**config.mk**
```make
export PLATFORM = sky130hd
export DESIGN_NAME = nearest_palette_color_search_core
export DESIGN_NICKNAME = d
export VERILOG_FILES = /design/src/rtl/core/npcs_pkg.sv /design/src/rtl/core/nearest_palette_color_search_core.sv /design/src/rtl/core/npcs_pal_ram.sv /design/src/rtl/core/npcs_dist_pipe.sv
export SDC_FILE = /design/constraint.sdc
export NUM_CORES = 1
export LEC_CHECK = 0
export BUFFER_PORTS_ARGS = -buffer_cell sky130_fd_sc_hd__buf_2
export CAP_MARGIN = 20
export CORE_ASPECT_RATIO = 0.75
export CORE_UTILIZATION = 46
export DETAILED_ROUTE_END_ITERATION = 7
export GPL_TIMING_DRIVEN = 0
export SYNTH_ARGS = -nofsm -noshare
export SYNTH_HDL_FRONTEND = slang
export SYNTH_SLANG_ARGS = --single-unit
```
**constraint.sdc**
```tcl
create_clock -name clk -period 5.8 [get_ports clk]
set_clock_uncertainty 0.15 [all_clocks]
set_input_delay 0.29 -clock clk [delete_from_list [all_inputs] [get_ports clk]]
set_output_delay 0.29 -clock clk [all_outputs]
set_load 0.02 [all_outputs]
```
**src/rtl/core/npcs_pkg.sv**
```systemverilog
// Shared types, constants and codes for the nearest palette colour search core.
// No dependencies; imported by every module of the core.
`timescale 1ns / 1ps

package npcs_pkg;

	localparam int MAX_ENTRIES = 64;
	localparam int ADDR_W      = $clog2(MAX_ENTRIES);
	localparam int CNT_W       = $clog2(MAX_ENTRIES + 1);
	localparam int COLOR_W     = 12;
	localparam int NIB_W       = 4;
	localparam int CHAN_W      = 8;
	localparam int SQ_W        = 2 * NIB_W;
	localparam int DIST_W      = 15;

	localparam logic [DIST_W-1:0] W_RED   = DIST_W'(30);
	localparam logic [DIST_W-1:0] W_GREEN = DIST_W'(59);
	localparam logic [DIST_W-1:0] W_BLUE  = DIST_W'(11);
	// above any reachable distance (max 22500)
	localparam logic [DIST_W-1:0] NO_DIST = '1;

	localparam logic CMD_WRITE = 1'b0;
	localparam logic CMD_QUERY = 1'b1;

	typedef enum logic [1:0] {
		ST_IDLE,
		ST_SCAN,
		ST_DRAIN
	} state_t;

	typedef struct packed {
		logic              valid;
		logic [ADDR_W-1:0] idx;
	} tag_t;

	typedef struct packed {
		logic              valid;
		logic [ADDR_W-1:0] idx;
		logic [DIST_W-1:0] distance;
	} dist_res_t;

	typedef struct packed {
		logic [NIB_W-1:0] r;
		logic [NIB_W-1:0] g;
		logic [NIB_W-1:0] b;
	} rgb4_t;

endpackage

```
**src/rtl/core/nearest_palette_color_search_core.sv**
```systemverilog
// Top level of the nearest palette colour search: control FSM, scan counter, best-match tracker.
// Depends on npcs_pkg, npcs_pal_ram and npcs_dist_pipe.
`timescale 1ns / 1ps

// Nearest palette colour search core.
// Input channel (in_valid/in_ready): one word is either a palette write (cmd = write:
// entry_colour stored at entry_index, no result) or a query (cmd = query: 8-bit RGB,
// top nibble of each channel used).
// Output channel (out_valid/out_ready): one best_index word per query, the active
// palette entry with least 30*dr^2 + 59*dg^2 + 11*db^2, lowest index on ties, 0 if
// no entries are active.
// cfg_wr_en/cfg_wr_data set active_colors (values above 64 act as 64); write only when idle.
// A write is taken in the idle state and needs no scan. A query reads the palette RAM one
// entry per cycle through its single read port, then drains a three-deep distance pipe; the
// next word is accepted only after the drain state has loaded the result into the output
// register, which drives out_valid.
// Reset clears the FSM, pipe valids, output valid and active_colors; palette contents
// are undefined until written, and no entry may be searched before it is written.
// A result waits in the output register while the receiver stalls; the next word is
// still accepted, but a following query cannot publish its result until the old one
// is taken, and the core holds that query in the drain state meanwhile.
module nearest_palette_color_search_core
	import npcs_pkg::*;
(
	input  logic               clk,
	input  logic               arst_n,
	input  logic               in_valid,
	output logic               in_ready,
	input  logic               cmd,
	input  logic [ADDR_W-1:0]  entry_index,
	input  logic [COLOR_W-1:0] entry_color,
	input  logic [CHAN_W-1:0]  query_red,
	input  logic [CHAN_W-1:0]  query_green,
	input  logic [CHAN_W-1:0]  query_blue,
	output logic               out_valid,
	input  logic               out_ready,
	output logic [ADDR_W-1:0]  best_index,
	input  logic               cfg_wr_en,
	input  logic [CNT_W-1:0]   cfg_wr_data
);

	state_t state_q, state_d;

	logic [CNT_W-1:0]  active_colors_q;
	logic [CNT_W-1:0]  count_sat;
	logic [CNT_W-1:0]  count_q;
	logic [CNT_W-1:0]  iss_q;
	rgb4_t             query_q;

	logic              in_acc;
	logic              wr_en;
	logic              qry_acc;
	logic              rd_en;
	logic              last_issue;
	logic              pipe_busy;
	logic              load_out;

	tag_t              tag_s1;
	logic [COLOR_W-1:0] entry_s1;
	logic              dist_busy;
	dist_res_t         res_s3;

	logic [DIST_W-1:0] best_dist_q;
	logic [ADDR_W-1:0] best_idx_q;
	logic              out_valid_q;
	logic [ADDR_W-1:0] best_index_q;

	// config register
	always_ff @(posedge clk or negedge arst_n) begin
		if (!arst_n) begin
			active_colors_q <= '0;
		end else if (cfg_wr_en) begin
			active_colors_q <= cfg_wr_data;
		end
	end

	assign count_sat = (active_colors_q > CNT_W'(MAX_ENTRIES)) ? CNT_W'(MAX_ENTRIES)
	                                                            : active_colors_q;

	assign in_acc  = in_valid & in_ready;
	assign wr_en   = in_acc & (cmd == CMD_WRITE);
	assign qry_acc = in_acc & (cmd == CMD_QUERY);

	assign last_issue = (iss_q + CNT_W'(1)) == count_q;
	assign pipe_busy  = tag_s1.valid | dist_busy;

	// FSM: next state and strobes
	always_comb begin
		state_d  = state_q;
		in_ready = 1'b0;
		rd_en    = 1'b0;
		load_out = 1'b0;
		unique case (state_q)
			ST_IDLE: begin
				in_ready = 1'b1;
				if (in_valid && cmd == CMD_QUERY) begin
					// empty palette goes straight to publish with index 0
					state_d = (count_sat == '0) ? ST_DRAIN : ST_SCAN;
				end
			end
			ST_SCAN: begin
				rd_en = 1'b1;
				if (last_issue) begin
					state_d = ST_DRAIN;
				end
			end
			ST_DRAIN: begin
				// best is final once the pipe is empty; wait for a free output slot
				if (!pipe_busy && (!out_valid_q || out_ready)) begin
					load_out = 1'b1;
					state_d  = ST_IDLE;
				end
			end
			default: begin
				state_d = ST_IDLE;
			end
		endcase
	end

	always_ff @(posedge clk or negedge arst_n) begin
		if (!arst_n) begin
			state_q <= ST_IDLE;
		end else begin
			state_q <= state_d;
		end
	end

	// query context and scan counter
	always_ff @(posedge clk or negedge arst_n) begin
		if (!arst_n) begin
			iss_q   <= '0;
			count_q <= '0;
		end else if (qry_acc) begin
			iss_q   <= '0;
			count_q <= count_sat;
		end else if (rd_en) begin
			iss_q <= iss_q + CNT_W'(1);
		end
	end

	always_ff @(posedge clk) begin
		if (qry_acc) begin
			query_q.r <= query_red[CHAN_W-1 -: NIB_W];
			query_q.g <= query_green[CHAN_W-1 -: NIB_W];
			query_q.b <= query_blue[CHAN_W-1 -: NIB_W];
		end
	end

	npcs_pal_ram u_ram (
		.clk   (clk),
		.we    (wr_en),
		.waddr (entry_index),
		.wdata (entry_color),
		.re    (rd_en),
		.raddr (iss_q[ADDR_W-1:0]),
		.rdata (entry_s1)
	);

	// tag follows the RAM read
	always_ff @(posedge clk or negedge arst_n) begin
		if (!arst_n) begin
			tag_s1 <= '0;
		end else begin
			tag_s1.valid <= rd_en;
			tag_s1.idx   <= iss_q[ADDR_W-1:0];
		end
	end

	npcs_dist_pipe u_dist (
		.clk      (clk),
		.arst_n   (arst_n),
		.query    (query_q),
		.tag_s1   (tag_s1),
		.entry_s1 (entry_s1),
		.busy     (dist_busy),
		.res_s3   (res_s3)
	);

	// running minimum; strict less-than keeps the lowest index on ties
	always_ff @(posedge clk or negedge arst_n) begin
		if (!arst_n) begin
			best_dist_q <= NO_DIST;
			best_idx_q  <= '0;
		end else if (qry_acc) begin
			best_dist_q <= NO_DIST;
			best_idx_q  <= '0;
		end else if (res_s3.valid && res_s3.distance < best_dist_q) begin
			best_dist_q <= res_s3.distance;
			best_idx_q  <= res_s3.idx;
		end
	end

	// output register
	always_ff @(posedge clk or negedge arst_n) begin
		if (!arst_n) begin
			out_valid_q <= 1'b0;
		end else if (load_out) begin
			out_valid_q <= 1'b1;
		end else if (out_ready) begin
			out_valid_q <= 1'b0;
		end
	end

	always_ff @(posedge clk) begin
		if (load_out) begin
			best_index_q <= best_idx_q;
		end
	end

	assign out_valid  = out_valid_q;
	assign best_index = best_index_q;

`ifndef SYNTHESIS
	// reads stay inside the searched range
	a_rd_in_range: assert property (@(posedge clk) disable iff (!arst_n)
		rd_en |-> (iss_q < count_q))
		else $error("palette read beyond active range");

	// a result is only published once the distance pipe has emptied
	a_load_after_drain: assert property (@(posedge clk) disable iff (!arst_n)
		load_out |-> !tag_s1.valid && !res_s3.valid)
		else $error("result published with pipe still busy");

	// published index lies within the searched entries
	a_best_in_range: assert property (@(posedge clk) disable iff (!arst_n)
		load_out |=> (count_q == '0 && best_index == '0) ||
			(CNT_W'(best_index) < count_q))
		else $error("best index outside searched range");

	// no distance results arrive outside a query
	a_no_stray_result: assert property (@(posedge clk) disable iff (!arst_n)
		res_s3.valid |-> (state_q == ST_SCAN) || (state_q == ST_DRAIN))
		else $error("distance result outside a scan");
`endif

endmodule

```
**src/rtl/core/npcs_pal_ram.sv**
```systemverilog
// Palette store: single write port, single registered read port.
// Depends on npcs_pkg.
`timescale 1ns / 1ps

module npcs_pal_ram
	import npcs_pkg::*;
(
	input  logic               clk,
	input  logic               we,
	input  logic [ADDR_W-1:0]  waddr,
	input  logic [COLOR_W-1:0] wdata,
	input  logic               re,
	input  logic [ADDR_W-1:0]  raddr,
	output logic [COLOR_W-1:0] rdata
);

	logic [COLOR_W-1:0] mem [MAX_ENTRIES];

	always_ff @(posedge clk) begin
		if (we) begin
			mem[waddr] <= wdata;
		end
	end

	always_ff @(posedge clk) begin
		if (re) begin
			rdata <= mem[raddr];
		end
	end

endmodule

```
**src/rtl/core/npcs_dist_pipe.sv**
```systemverilog
// Two-stage weighted RGB444 distance pipe: squared channel deltas, then weighted sum.
// Depends on npcs_pkg.
`timescale 1ns / 1ps

module npcs_dist_pipe
	import npcs_pkg::*;
(
	input  logic               clk,
	input  logic               arst_n,
	input  rgb4_t              query,
	input  tag_t               tag_s1,
	input  logic [COLOR_W-1:0] entry_s1,
	output logic               busy,
	output dist_res_t          res_s3
);

	tag_t            tag_s2;
	logic [SQ_W-1:0] sq_r_s2, sq_g_s2, sq_b_s2;
	logic [NIB_W-1:0] dr, dg, db;
	logic [NIB_W-1:0] er, eg, eb;
	logic [DIST_W-1:0] dist_sum;

	assign er = entry_s1[3*NIB_W-1:2*NIB_W];
	assign eg = entry_s1[2*NIB_W-1:NIB_W];
	assign eb = entry_s1[NIB_W-1:0];

	assign dr = (query.r > er) ? (query.r - er) : (er - query.r);
	assign dg = (query.g > eg) ? (query.g - eg) : (eg - query.g);
	assign db = (query.b > eb) ? (query.b - eb) : (eb - query.b);

	always_ff @(posedge clk or negedge arst_n) begin
		if (!arst_n) begin
			tag_s2 <= '0;
		end else begin
			tag_s2.valid <= tag_s1.valid;
			tag_s2.idx   <= tag_s1.idx;
		end
	end

	always_ff @(posedge clk) begin
		sq_r_s2    <= SQ_W'(dr) * SQ_W'(dr);
		sq_g_s2    <= SQ_W'(dg) * SQ_W'(dg);
		sq_b_s2    <= SQ_W'(db) * SQ_W'(db);
	end

	assign dist_sum = DIST_W'(sq_r_s2) * W_RED
	                + DIST_W'(sq_g_s2) * W_GREEN
	                + DIST_W'(sq_b_s2) * W_BLUE;

	always_ff @(posedge clk or negedge arst_n) begin
		if (!arst_n) begin
			res_s3 <= '0;
		end else begin
			res_s3.valid    <= tag_s2.valid;
			res_s3.idx      <= tag_s2.idx;
			res_s3.distance <= dist_sum;
		end
	end

	assign busy = tag_s2.valid | res_s3.valid;

endmodule

```
==> metrics.sh, run 1 <==
OUTCOME='finished clean'
ANTENNA_VIOLATIONS_BEFORE_REPAIR=5
FINAL_LAYOUT_SIZE_SUFFIX_GT1_SHARE_PCT=17.05
NETLIST_TOP_CELLS_COUNT='edfxtp_1, mux2i_1, inv_1, nor2_1, mux4_2'
SYNTH-ASYNC-RESET-RATIO_PCT=9.000
SIMPLE_GATE_SHARE_OF_THE_SYNTHESIZED_AREA_PCT=5.107
FINALSETUPVIOLATIONS=0
SYNTH-ADDER-AREA-SHARE_PCT=6.858
POST_DRT_VIA_CELL_RATIO=5.725
POST_DP_CELL_AREA_UM2=41130
DESIGN.FINAL.NETS=2810
STARTPOINT_TYPE='flop'
COUNT_OF_MAX_CAP_CONSTRAINT_VIOLATIONS=0
SYN_AREA_PER_CELL_UM2=16.66
WIRE_LENGTH_OF_THE_FIRST_GLOBAL_ROUTING_PASS_MM=139.4
FP.DIEAREA_UM2=85660
DIE_H_UM=253.7
STARTING_DENSITY_OF_THE_CORE_PCT=46.88
FIN_AREA_UM2=44360
SYNTH_XOR_XNOR_AREA_SHARE_PCT=0.6987
SYNTH-EDFF-COUNT=798
SYNTHESIS.INSTANCES=2333
DRT-WIRELENGTH-PER-CELL_UM=25.20
SYNTH_COMPOUND_AREA_SHARE_PCT=4.479
WORSTPATHARRIVAL_PS=6070
YOSYS_WARNINGS=0
TRITONCTS.NUM_BUFFERS=85
DESIGN.PORTCOUNT=63
DP_HPWL_MM=66.35
CLOCK-ROOT-BUFFER='clkbuf_16'
R2R-START='u_dist.sq_r_s2[2]'
SYNTH_TOP_CELL_BY_AREA='edfxtp_1'
NETLIST_TOP_CELLS_AREA='edfxtp_1, mux4_2, mux2i_1'
MAIN_COMBINATIONAL_CELL_FAMILY_BY_AREA_AFTER_SYNTHESIS='multiplexers'
YOSYS_REGISTER_BITS=900
FINAL_MAX_SLEW_VIOL_COUNT=0
TIMING_HOLD_VIOLATIONS_FINAL=0
HTREE_LEVELS=3
NUM-FILL-CELLS=6700
HOLDCRITPATHCLASS='input pin to async pin'
LAYOUT_MIN_CYCLE_TIME_PS=5667
SYN_AREA_UM2=38860
DIEWIDTH_UM=337.6
GLOBAL_ROUTE.USAGE.TOTAL_PCT=22.53
TIMING.CRITICAL_PATH.TO_TYPE='flop'
NUM_VIAS=21510
CTS_SINKS=900
CRITPATHKIND='flop to flop'
FMAX_MHz=176.5
GLOBAL_ROUTE_OVERFLOW=0
PORTBUFFERS=46
NETLIST-CELL-TYPE-COUNT=65
WORST-PATH-MAX-FANOUT=4
WORSTSKEWPAIRLATENCY_PS=650
CTS.REPORTEDPATHS.CLKPINSLEW_PS=70
DETAIL_ROUTE.DRC_VIOLATIONS=0
CTS-ROOT-TO-SINK-BUFFERS=3
FIRST_PASS_ITERS=5
MOST_USED_FLIP_FLOP_CELL_AFTER_SYNTHESIS='edfxtp_1'
CRITPATHLAUNCH='u_dist.sq_r_s2[2]'
POST_SYNTHESIS_SEQUENTIAL_AREA_RATIO_PCT=68.01
ROWS=91
FLOW.AREA_GROWTH_FROM_SYNTHESIS_PCT=14.16
POST-SYNTH-TOP-COUNT-CELL='edfxtp_1'
FIRST_GLOBAL_VIAS=21420
DESIGN.CORE.AREA_UM2=82890
DETAIL_ROUTE.ITER0.VIOLATIONS=2342
POSTROUTEWIRELENGTH_MM=94.67
WORST-SLEW-PIN-TRANSITION_PS=1234
MAX_SLEW_MARGIN_PCT=16.90
TRITONCTS_CLOCK_TREE='built'
POST_SYNTH_MUX_AREA_SHARE_PCT=12.10
WORST_PATH_REQUIRED_TIME_PS=6200
NETLIST.AREA_LEADER.SHARE_PCT=61.67
FINAL_WTD_CONGESTION=0.8900
FINAL_ANTENNA_NET_COUNT=0
FINAL.PERIOD_UTILIZATION_PCT=97.71
GRT_MAX_DEGREE=76
## path summary, 6_finish.rpt
check,depth (start not counted),slack (ps),endpoint
worst min-delay path,2,40,best_dist_q[9]
min in group clk,1,50,u_ram.mem[52][1]
worst min register to register,0,200,u_dist.tag_s2[3]
worst max-delay path,20,130,u_dist.res_s3[13]
worst max register to register,20,130,u_dist.res_s3[13]
max in group asynchronous,3,5050,best_dist_q[0]
## flip-flops by register name, indices dropped and copies added (netlist names), 6 cells and up
signal	count
iss_q	7
u_dist.sq_g_s2	7
u_dist.sq_r_s2	7
count_q	7
query_q	12
u_dist.sq_b_s2	7
u_dist.res_s3	22
best_index	6
u_dist.tag_s2	7
u_ram.mem	768
best_idx_q	6
active_colors_q	7
tag_s1	7
best_dist_q	15
u_ram.rdata	12
## cell families after synthesis
group | after synthesis
xor+xnor | 31
flops | 900
buf+inv | 244
compound gates | 261
fa+ha+maj | 174
mux | 309
other cells | 1
simple gates | 413
## metal layers
metal	track usage, %	part of all wire (%)
met3	6.608	10
met4	5.585	2.0
met5	0	0.014
met2	32.46	43
met1	33.52	45
## stage by stage
stage | util, % | setup WS [ps] | std cells | hold slack [ps] | setup TNS, ps
after floorplan | - | 408.3 | 2337 | -155.6 | 0
after global placement | 48.86 | -398.6 | 3499 | 184.4 | -1004
after detailed placement | 49.62 | -485.1 | 3548 | 166.0 | -1213
after CTS | 53.21 | 70.61 | 3729 | 9.707 | 0
after global routing | 53.51 | -35.78 | 3755 | 38.66 | -67.22
final | 53.52 | 133.0 | 3757 | 40.98 | 0
## final cells by class
cell class,instances,area (um^2),share of cell area (%)
well taps,1116,1396,3.148
flip-flops and latches,900,26440,59.60
plain buffers,100,521.8,1.176
repair buffers,157,1441,3.249
diodes,2,5.005,0.01128
multi-input cells,1193,11450,25.81
clock inverters,35,281.5,0.6346
inverters,144,540.5,1.218
clock buffers,110,2286,5.153
## repair_timing
item,CTS,global route
hold buffers,35,1
setup buffers,1,1
resized for setup,12,8
setup endpoints to repair,6,4
endpoints found under the hold margin,146,12
pin swaps,1,6
## cell usage in the layout (no fill, tap or decap), types with 15 or more instances in the layout
cell type	netlist	layout
clkbuf_16	0	88
mux4_2	128	128
nand2_1	91	90
buf_2	32	78
dfxtp_1	21	17
nor2b_1	29	28
dfrtp_1	66	66
nor2_1	135	133
a21o_1	17	17
a21oi_1	55	54
mux2i_1	174	174
nand3_1	57	57
inv_1	144	144
buf_4	9	38
ha_1	109	107
buf_6	6	35
o21ai_0	37	36
clkinv_1	0	16
clkbuf_1	43	64
dfstp_2	15	15
dlygate4sd3_1	0	36
fa_1	65	64
xnor2_1	21	20
nor3_1	22	22
edfxtp_1	798	798
a22oi_1	91	91
## worst max-delay path, cell delays in order (launching register included)
cell and delay, ps:
dfxtp_4 370, ha_4 250, fa_1 540, inv_1 70
fa_2 390, nor2b_1 200, o21ai_2 100, a21boi_2 190
nor2_2 80, fa_1 500, inv_1 50, fa_1 500
fa_1 490, inv_1 40, ha_1 220, or3_1 410
a221oi_2 290, nor2_1 110, a211o_1 290, a21oi_2 170
xnor2_2 160
Power of run 1 is left out: the tool's default activity adds up to more than one toggle a clock period on the data nets, which glitch-free logic cannot reach.
==> inputs of run 2 (changes only) <==
Settings changed: CORE_UTILIZATION 46 to 40, TNS_END_PERCENT from default to 100.
==> metrics.sh, run 2 (synthesis gave the netlist of run 1 again) <==
MAX_FLOP_REGISTER='u_ram.mem'
FIRST_PASS_ITERS=6  # +1
DIEWIDTH_UM=361.9  # +7.2%
SETUP_WS_PS=265.7  # +132.8 ps
ANTENNA_VIOLATIONS_BEFORE_REPAIR=12  # +7
CRITPATHKIND='flop to flop'
WHS_PS=28.04  # -12.95 ps
FINAL_LAYOUT_SIZE_SUFFIX_GT1_SHARE_PCT=17.46  # +0.41 points
CTS.REPORTEDPATHS.CLKPINSLEW_PS=70  # about the same
TIMING.CRITICAL_PATH.TO_TYPE='flop'
PLACED_CELLS=3739  # +5.4%
WORSTPATHARRIVAL_PS=5980  # -90 ps
COMMONEST_NON_FILL_NON_TAP_CELL_IN_THE_LAYOUT='edfxtp_1'
FIRST_GLOBAL_VIAS=21640  # +1.1%
NUM_VIAS=21560  # +0.24%
GLOBAL_ROUTE.USAGE.TOTAL_PCT=19.35  # -3.2 points
DESIGN.CORE.AREA_UM2=95760  # +16%
FMAX_MHz=180.7  # +2.4%
PORTBUFFERS=46  # unchanged
DETAIL_ROUTE.ITER0.VIOLATIONS=2309  # -1.4%
CTS_SINKS=900  # unchanged
GLOBAL_ROUTE_OVERFLOW=0  # unchanged
FINALSETUPVIOLATIONS=0  # unchanged
DP_HPWL_MM=66.48  # +0.19%
TIMING_HOLD_VIOLATIONS_FINAL=0  # unchanged
CLOCK-ROOT-BUFFER='clkbuf_16'
FIN_SETUP_TNS_PS=0  # unchanged
NUMBER_OF_FLIP_FLOPS_UNDER_THE_LARGEST_REGISTER_NAME=768  # unchanged
FINAL_CELL_MIX='edfxtp_1, mux2i_1, inv_1, nor2_1, mux4_2'
FP.DIEAREA_UM2=98410  # +15%
DIE_H_UM=271.9  # +7.2%
WORST-PATH-MAX-FANOUT=4  # unchanged
HTREE_LEVELS=3  # unchanged
DRT-WIRELENGTH-PER-CELL_UM=23.96  # -4.9%
WORST-SLEW-PIN-TRANSITION_PS=1040  # -193.1 ps
COUNT_OF_MAX_CAP_CONSTRAINT_VIOLATIONS=0  # unchanged
LARGEST_REGISTERS_RANKED_BY_FLIP_FLOP_COUNT='u_ram.mem (768), u_dist.res_s3 (22), best_dist_q (15)'
TRITONCTS.NUM_BUFFERS=86  # +1.2%
OUTCOME='finished clean'
WORST_PATH_REQUIRED_TIME_PS=6250  # +50 ps
HOLDCRITPATHCLASS='input pin to async pin'
LAYOUT_MIN_CYCLE_TIME_PS=5534  # -132.8 ps
FLOW.AREA_GROWTH_FROM_SYNTHESIS_PCT=15.59
FINAL_MAX_SLEW_VIOL_COUNT=0  # unchanged
FINAL.PERIOD_UTILIZATION_PCT=95.42  # -2.3 points
POSTROUTEWIRELENGTH_MM=94.89  # +0.23%
ROWS=98  # +7.7%
WIRE_LENGTH_OF_THE_FIRST_GLOBAL_ROUTING_PASS_MM=139.6  # +0.18%
STARTING_DENSITY_OF_THE_CORE_PCT=40.58  # -6.3 points
NUM-FILL-CELLS=8077  # +21%
DESIGN.FINAL.NETS=2815  # +0.18%
CTS-ROOT-TO-SINK-BUFFERS=3  # unchanged
TRITONCTS_CLOCK_TREE='built'
FINAL_ANTENNA_NET_COUNT=0  # unchanged
DETAIL_ROUTE.DRC_VIOLATIONS=0  # unchanged
DP_WORST_SETUP_SLACK_PS=-154.9  # +330.2 ps
WORSTSKEWPAIRLATENCY_PS=680  # +30 ps
DESIGN.PORTCOUNT=63  # unchanged
MAX_SLEW_MARGIN_PCT=30.38  # +13 points
POST_DRT_VIA_CELL_RATIO=5.444  # -4.9%
STARTPOINT_TYPE='flop'
FINISH.CELL_COUNT_WITHOUT_FILLERS=3960  # +5.4%
GRT_MAX_DEGREE=72  # -5.3%
FINAL_WTD_CONGESTION=0.8831  # -0.78%
run 2: worst paths after layout:
kind | to | slack, ps | depth (start not counted) | start
worst max-delay path | u_dist.res_s3[13] | 270 | 20 | u_dist.sq_r_s2[4]
min in group clk | u_ram.mem[12][6] | 40 | 1 | entry_color[6]
worst min register to register | u_dist.tag_s2[5] | 200 | 0 | tag_s1[5]
worst min-delay path | active_colors_q[0] | 30 | 3 | arst_n
worst max register to register | u_dist.res_s3[13] | 270 | 20 | u_dist.sq_r_s2[4]
max in group asynchronous | count_q[6] | 4640 | 3 | arst_n
run 2: final cells by class:
type                    count  area, um^2  area share [%]
diodes                      3       7.507         0.01671
plain buffers             100       523.0           1.164
clock buffers             109        2258           5.028
clock inverters            50       590.6           1.315
inverters                 144       540.5           1.203
multi-input cells        1193       11420           25.44
flip-flops and latches    900       26440           58.86
well taps                1300        1627           3.621
repair buffers            161        1506           3.354
run 2: worst max-delay path, cell delays in order, from the launching register on:
cell	delay (ps)
dfxtp_1	360
inv_1	130
fa_1	490
fa_1	490
inv_1	40
ha_1	320
a21boi_2	190
buf_4	120
nor2_1	50
fa_1	520
inv_1	60
fa_1	480
fa_1	490
inv_1	40
ha_1	210
or3_1	400
a221oi_2	240
nor2_2	90
a211o_1	290
a21oi_2	160
xnor2_1	130
run 2: layer usage:
metal	vias to the layer above	GRT usage [%]	wire [um]
met5	-	0	20
met4	4	4.851	2032
met3	144	5.833	9470
met2	893	28.03	41300
met1	11060	28.38	42070
li1	9462	-	-
run 2: metrics by stage:
step	util, %	cell area, um^2
floorplan	-	38870
global placement	42.53	40730
detailed placement	43.28	41450
CTS	46.66	44690
global route	46.90	44910
finish	46.90	44920
run 2: repair_timing:
action | 4_1_cts | 5_1_grt
pin swaps | 2 | 3
hold endpoints to repair | 191 | 0
hold buffers | 38 | 0
setup endpoints to repair | 3 | 6
cloned | 0 | 0
resized for setup | 5 | 14
buffers inserted | 0 | 3
Power of run 2 is left out for the same reason.
